## src/rtl/vertex_project_line_strip_defines.svh

```systemverilog
// Assertion helpers for the vertex projection block.
`ifndef VERTEX_PROJECT_LINE_STRIP_DEFINES_SVH
`define VERTEX_PROJECT_LINE_STRIP_DEFINES_SVH

`ifndef SYNTHESIS

`define VPLS_ASSERT_CLK(lbl, ck, rs, prop, msg) \
  lbl: assert property (@(posedge ck) disable iff (rs) prop) else $error(msg);

`define VPLS_ASSERT(lbl, prop, msg) \
  `VPLS_ASSERT_CLK(lbl, clk, rst, prop, msg)

`else

`define VPLS_ASSERT_CLK(lbl, ck, rs, prop, msg)

`define VPLS_ASSERT(lbl, prop, msg)

`endif

`endif

```

## src/rtl/vpls_pkg.sv

```systemverilog
package vpls_pkg;

  localparam int COEF_W = 16;
  localparam int OPND_W = 33;
  localparam int PROD_W = COEF_W + OPND_W;
  localparam int ACC_W  = 50;
  localparam int HALF_W = 12;
  localparam int NUM_W  = ACC_W + 13;
  localparam int CMP_W  = ACC_W + 16;
  localparam int PIX_W  = 16;

  localparam logic [2:0] CFG_ROW0   = 3'd0;
  localparam logic [2:0] CFG_HALF_W = 3'd4;
  localparam logic [2:0] CFG_HALF_H = 3'd5;

  typedef struct packed {
    logic signed [31:0] vert_x;
    logic signed [31:0] vert_y;
    logic signed [31:0] vert_z;
    logic               first_of_strip;
  } vert_t;

  typedef struct packed {
    logic signed [PIX_W-1:0] from_x;
    logic signed [PIX_W-1:0] from_y;
    logic signed [PIX_W-1:0] to_x;
    logic signed [PIX_W-1:0] to_y;
    logic                    draw;
    logic                    w_zero;
  } seg_t;

  typedef enum logic [3:0] {
    ST_IDLE,
    ST_MAC,
    ST_WCHK,
    ST_HMUL,
    ST_DCHK,
    ST_DIV,
    ST_SAT,
    ST_FIN,
    ST_OUT
  } state_t;

endpackage

```

## src/rtl/vertex_project_line_strip.sv

```systemverilog
// Projects line-strip vertices through a 4x4 matrix and emits one segment per
// vertex. One vertex is taken at a time: the matrix runs on the shared 16x33
// multiplier, then each pixel coordinate gets a shift-add multiply (half
// viewport times w) and the restoring divider; when first_of_strip is set the
// origin is projected first. A zero w skips the shift-add and the divider. The
// vertex port stalls while an item is at work; the finished segment sits in an
// output register, so the next vertex transfers while it waits.
`include "vertex_project_line_strip_defines.svh"
module vertex_project_line_strip
  import vpls_pkg::*;
(
  input  logic        clk,
  input  logic        rst,
  input  logic        vert_valid,
  output logic        vert_stall,
  input  vert_t       vert,
  output logic        seg_valid,
  input  logic        seg_stall,
  output seg_t        seg,
  input  logic        cfg_we,
  input  logic [2:0]  cfg_index,
  input  logic [63:0] cfg_data
);

  state_t state, state_next;

  logic [63:0]             mrow [4];
  logic [HALF_W-1:0]       hw, hh;
  logic signed [PIX_W-1:0] prev_x, prev_y;

  vert_t                   cur;
  logic                    pass;
  logic [3:0]              mac_i;
  logic signed [ACC_W-1:0] acc [4];
  logic                    coord;
  logic [3:0]              hcnt;
  logic signed [NUM_W-1:0] n, ws;
  logic                    neg, ovf;
  logic [CMP_W-1:0]        r, ds;
  logic [PIX_W-1:0]        q;
  logic [3:0]              dcnt;
  logic signed [PIX_W-1:0] px, py, fx, fy;
  logic                    wz;

  // multiplier operand and product
  logic [1:0]               row, col;
  logic signed [COEF_W-1:0] coef;
  logic signed [OPND_W-1:0] opnd;
  logic signed [PROD_W-1:0] prod;
  logic signed [ACC_W-1:0]  prod_x;

  assign row  = mac_i[3:2];
  assign col  = mac_i[1:0];
  assign coef = mrow[row][16*col +: COEF_W];

  always_comb begin
    unique case (col)
      2'd0:    opnd = pass ? OPND_W'(cur.vert_x) : '0;
      2'd1:    opnd = pass ? OPND_W'(cur.vert_y) : '0;
      2'd2:    opnd = pass ? OPND_W'(cur.vert_z) : '0;
      default: opnd = OPND_W'(65536);
    endcase
  end

  assign prod   = coef * opnd;
  assign prod_x = {{(ACC_W-PROD_W){prod[PROD_W-1]}}, prod};

  logic                    hbit;
  logic [NUM_W-1:0]        n_mag;
  logic [ACC_W-1:0]        w_mag, z_mag;
  logic [CMP_W-1:0]        d_top;
  logic signed [PIX_W-1:0] sat;
  logic                    vis;

  assign hbit  = coord ? hh[hcnt] : hw[hcnt];
  assign n_mag = n[NUM_W-1] ? NUM_W'(-n) : NUM_W'(n);
  assign w_mag = acc[3][ACC_W-1] ? ACC_W'(-acc[3]) : ACC_W'(acc[3]);
  assign z_mag = acc[2][ACC_W-1] ? ACC_W'(-acc[2]) : ACC_W'(acc[2]);
  assign d_top = {w_mag, 16'b0};
  assign vis   = !wz && (z_mag <= w_mag);

  always_comb begin
    if (neg) begin
      sat = (ovf || q > 16'd32768) ? 16'sh8000 : PIX_W'(-q);
    end else begin
      sat = (ovf || q[PIX_W-1]) ? 16'sh7fff : PIX_W'(q);
    end
  end

  // next state
  always_comb begin
    state_next = state;
    unique case (state)
      ST_IDLE: if (vert_valid) state_next = ST_MAC;
      ST_MAC:  if (mac_i == 4'd15) state_next = ST_WCHK;
      ST_WCHK: state_next = (acc[3] == '0) ? ST_FIN : ST_HMUL;
      ST_HMUL: if (hcnt == 4'(HALF_W-1)) state_next = ST_DCHK;
      ST_DCHK: state_next = ST_DIV;
      ST_DIV:  if (dcnt == 4'd15) state_next = ST_SAT;
      ST_SAT:  state_next = coord ? ST_FIN : ST_HMUL;
      ST_FIN:  state_next = pass ? ST_OUT : ST_MAC;
      ST_OUT:  if (!(seg_valid && seg_stall)) state_next = ST_IDLE;
      default: state_next = ST_IDLE;
    endcase
  end

  // outputs
  always_comb begin
    vert_stall = (state != ST_IDLE);
  end

  always_ff @(posedge clk) begin
    if (rst) begin
      state     <= ST_IDLE;
      seg_valid <= 1'b0;
      prev_x    <= '0;
      prev_y    <= '0;
      hw        <= '0;
      hh        <= '0;
      for (int i = 0; i < 4; i++) mrow[i] <= '0;
    end else begin
      state <= state_next;
      if (state == ST_OUT && !(seg_valid && seg_stall)) seg_valid <= 1'b1;
      else if (seg_valid && !seg_stall) seg_valid <= 1'b0;

      if (cfg_we) begin
        if (cfg_index < CFG_HALF_W) mrow[cfg_index[1:0] - CFG_ROW0[1:0]] <= cfg_data;
        else if (cfg_index == CFG_HALF_W) hw <= cfg_data[HALF_W-1:0];
        else if (cfg_index == CFG_HALF_H) hh <= cfg_data[HALF_W-1:0];
      end

      unique case (state)
        ST_IDLE: begin
          if (vert_valid) begin
            cur   <= vert;
            pass  <= !vert.first_of_strip;
            mac_i <= '0;
          end
        end
        ST_MAC: begin
          acc[row] <= ((col == 2'd0) ? '0 : acc[row]) + prod_x;
          mac_i    <= mac_i + 4'd1;
        end
        ST_WCHK: begin
          wz    <= (acc[3] == '0);
          px    <= PIX_W'(hw);
          py    <= PIX_W'(hh);
          coord <= 1'b0;
          hcnt  <= '0;
          n     <= NUM_W'(acc[0]);
          ws    <= NUM_W'(acc[3]);
        end
        ST_HMUL: begin
          if (hbit) n <= n + ws;
          ws   <= ws <<< 1;
          hcnt <= hcnt + 4'd1;
        end
        ST_DCHK: begin
          neg  <= n[NUM_W-1] ^ acc[3][ACC_W-1];
          r    <= CMP_W'(n_mag);
          ovf  <= CMP_W'(n_mag) >= d_top;
          ds   <= d_top >> 1;
          q    <= '0;
          dcnt <= '0;
        end
        ST_DIV: begin
          if (r >= ds) begin
            r <= r - ds;
            q <= {q[PIX_W-2:0], 1'b1};
          end else begin
            q <= {q[PIX_W-2:0], 1'b0};
          end
          ds   <= ds >> 1;
          dcnt <= dcnt + 4'd1;
        end
        ST_SAT: begin
          if (coord) py <= sat;
          else px <= sat;
          coord <= 1'b1;
          hcnt  <= '0;
          n     <= NUM_W'(acc[1]);
          ws    <= NUM_W'(acc[3]);
        end
        ST_FIN: begin
          if (!pass) begin
            fx    <= px;
            fy    <= py;
            pass  <= 1'b1;
            mac_i <= '0;
          end
        end
        ST_OUT: begin
          if (!(seg_valid && seg_stall)) begin
            seg.from_x  <= cur.first_of_strip ? fx : prev_x;
            seg.from_y  <= cur.first_of_strip ? fy : prev_y;
            seg.to_x    <= px;
            seg.to_y    <= py;
            seg.draw    <= vis;
            seg.w_zero  <= wz;
            prev_x      <= px;
            prev_y      <= py;
          end
        end
        default: ;
      endcase
    end
  end

  `VPLS_ASSERT(a_accept_starts, vert_valid && !vert_stall |=> state == ST_MAC, "no start")
  `VPLS_ASSERT(a_out_issue, state == ST_OUT && !(seg_valid && seg_stall) |=> seg_valid, "issue")
  `VPLS_ASSERT(a_wzero_nodraw, seg_valid |-> !(seg.w_zero && seg.draw), "draw with zero w")
  `VPLS_ASSERT(a_div_count, state == ST_SAT |-> $past(dcnt) == 4'd15, "divider cut short")

endmodule

```

## config.mk

```make
export PLATFORM = sky130hd
export DESIGN_NAME = vertex_project_line_strip
export DESIGN_NICKNAME = d
export VERILOG_FILES = /design/src/rtl/vpls_pkg.sv /design/src/rtl/vertex_project_line_strip.sv
export VERILOG_INCLUDE_DIRS = /design/src /design/src/rtl
export SDC_FILE = /design/constraint.sdc
export NUM_CORES = 2
export LEC_CHECK = 0
export BUFFER_PORTS_ARGS = -buffer_cell sky130_fd_sc_hd__buf_2
export CAP_MARGIN = 25
export CORE_MARGIN = 2
export CORE_UTILIZATION = 50
export CTS_CLUSTER_DIAMETER = 150
export DETAILED_ROUTE_END_ITERATION = 8
export GPL_ROUTABILITY_DRIVEN = 0
export HOLD_SLACK_MARGIN = 0.06
export PLACE_DENSITY = 0.64
export SKIP_CTS_REPAIR_TIMING = 1
export SLEW_MARGIN = 5
export SYNTH_ARGS = -nofsm -noshare
export SYNTH_HDL_FRONTEND = slang
export SYNTH_SLANG_ARGS = --single-unit
```

## constraint.sdc

```tcl
create_clock -name clk -period 14.85 [get_ports clk]
set_input_delay 0.7425 -clock clk [delete_from_list [all_inputs] [get_ports clk]]
set_output_delay 0.7425 -clock clk [all_outputs]
set_load 0.005 [all_outputs]
```

==> metrics.cfg <==
[setup_path]
path_max_fanout = 32
reg2reg_slack_ns = 2.57
slowest_stage = a222oi_1
cp-endpoint = acc[0][49]
cp-start-kind = register
worstPathRequired_ns = 15.34
crit_type = reg2reg
r2r.worst_path.cells = 38
worst_r2r_endpoint = acc[0][49]
path_depth = 38
startpoint = mac_i[1]
arrival_ns = 12.77
setup.worst_path.end_class = register
cpLargestDelayFamily = adder cells
reg2reg_from = mac_i[1]
critPathBufInv = 6
cpPeakStageDelay_ns = 0.85
critPathMostFrequentCell = fa_1

[yosys]
synth-edff-count = 973
synth-main-ff-cell = edfxtp_1
synth_area_um2 = 74800
avgSynthCellArea_um2 = 10.6
syn_inst = 7075
synth-seq-cells = 1036
synth_area_leaders = edfxtp_1 (39%), fa_1 (13%), ha_1 (6.7%)
async_reset_ff_share_pct = 0
synth_top_cell_area_share_pct = 39.1
synth.net_count = 8137
ys_seq_area_share_pct = 40.8
yosysTopAreaCell = edfxtp_1
synth_cell_type_count = 87
ys_warn_count = 0

[status]
status = completed

[placed_design]
dpl_cell_area_um2 = 78200
io_buffers = 236
detailed_place_hpwl_um = 156000
dp.cells = 9028

[timing]
fin_tns_setup_ns = 0
period_minus_slack_ns = 12.28
slew_violations = 0
hold_viol_final = 0
clock_skew_ns = 0.0735
tightest_slew_ns = 1.14
rsz0062_at_grt = false
setup_viol = 0
slew_headroom_pct = 23.7
fmax_mhz = 81.4
finalCritPeriodShare_pct = 82.7

[grt]
grt_max_degree = 93
overflow = 0
grt_pass1_vias = 54900
grt_pass1_wl_um = 322000
grtUsageTotal_pct = 27.3
antenna_found_initial = 19

[die]
fp-row-count = 141
start_util_pct = 50.5
core_um2 = 148000
num_io_pins = 237
fp.dieW_um = 391
dieHeight_um = 391
die_area_um2 = 153000

[final_layout]
syn2layout_area_growth_pct = 9.86
final_area_um2 = 82200
finalNonFillerCells = 9251
drive_gt1_share_pct = 10.8
layout.nets = 8278

[clock_tree]
cts.reportedPaths.clkPinSlew_ns = 0.06
cts_tree = built
insertion_delay_ns = 0.79
cts_root_buffer = clkbuf_16
cts_buffers = 111
clock_path_buffers = 3
cts.htree.levels = 3
cts.sinks = 1036

[drt]
drc = 0
drtAntennaViolNets = 0
drt-vias-per-instance = 5.90
via_count = 54600
post_drt_wl_per_cell_um = 22.3
routed_wirelength_um = 206000
firstDrtPassIters = 6
drt_iter0_drc = 5052

[run]
drv_cap = 0

[hold_path]
hold_path_class = in2reg

==> stage by stage <==
stage | setup WS [ns] | hold slack (ns) | utilization, %
2_1_floorplan | 4.15 | 0.434 | -
3_3_place_gp | 3.04 | 0.441 | 52.7
3_5_place_dp | 2.79 | 0.444 | 52.7
4_1_cts | 2.73 | 0.0945 | 55.4
5_1_grt | 1.92 | 0.111 | 55.4
6_report | 2.57 | 0.148 | 55.4
==> placed cells by master (no fill, tap or decap), types with 160 or more instances in the layout <==
cell type,synthesis,routed
o21ai_0,299,295
xnor2_1,225,225
inv_1,737,735
ha_1,399,398
nand2_1,800,799
a21oi_1,431,428
fa_1,494,494
edfxtp_1,973,973
nor2_1,544,541
buf_2,1,236
and2_1,304,304
a21o_1,160,160
==> metal layers <==
layer  wire [µm]  global-route usage, %
met1       83800                   35.8
met3       15200                   4.97
met2      100000                   46.0
met4        6910                   8.70
met5          81                      0
==> registers in the layout, summed over array words and instances, names as in the netlist, 63 cells and up, named ones only <==
signal  count
acc       200
cur        97
mrow      256
ds         65
seg        66
ws         63
n          63
r          66
==> cell type report <==
| class | instances | area [µm²] |
|---|---|---|
| clock buffer | 125 | 2870 |
| clock inverter | 84 | 1050 |
| multi-input combinational | 4993 | 40600 |
| sequential | 1036 | 30500 |
| timing repair buffer | 336 | 1980 |
| tap | 1930 | 2410 |
| inverter | 738 | 2770 |
| antenna | 9 | 22.5 |
| fill | 12700 | 66000 |
==> worst register-to-register path, delay by kind of cell (launching register included) <==
kind	cells	cell delay, ns
AO/OA/AOI/OAI	13	4.23
XOR/XNOR	2	0.34
adder cells (fa/ha/maj)	9	4.30
buffers and inverters	6	1.13
flip-flops	1	0.34
AND/OR/NAND/NOR	8	1.66
==> how the worst min path moves through the flow <==
stage               from   endpoint  slack, ns  cells after the start
2_1_floorplan  prev_x[0]  prev_x[0]       0.43                      2
3_3_place_gp   prev_x[5]  prev_x[5]       0.44                      2
3_5_place_dp   prev_x[8]  prev_x[8]       0.44                      2
4_1_cts         vert[62]    cur[62]       0.09                      1
5_1_grt         vert[20]    cur[20]       0.11                      1
6_report        vert[60]    cur[60]       0.15                      1
==> cell usage after synthesis, drive strengths merged (160+ instances only) <==
library cell  instances
ha                  399
nor2                544
fa                  494
clkbuf              265
a21o                160
edfxtp              973
nand2               800
inv                 738
xnor2               225
a21oi               431
o21ai               308
and2                305
==> cell families after synthesis <==
kind of cell / count (synthesis) / share of synthesized area, %
xor gates and xnor gates: 374 / 4.39
AOI/OAI and AO/OA: 1345 / 11.2
buffers and inverters: 1046 / 5.27
and+or+nand+nor: 2216 / 14.1
DFF: 1036 / 40.8
muxes: 165 / 4.38
adders and majority gates: 893 / 19.9
Power is left out: the tool's default activity adds up to more than one toggle a clock period on the data nets, which glitch-free logic cannot reach.
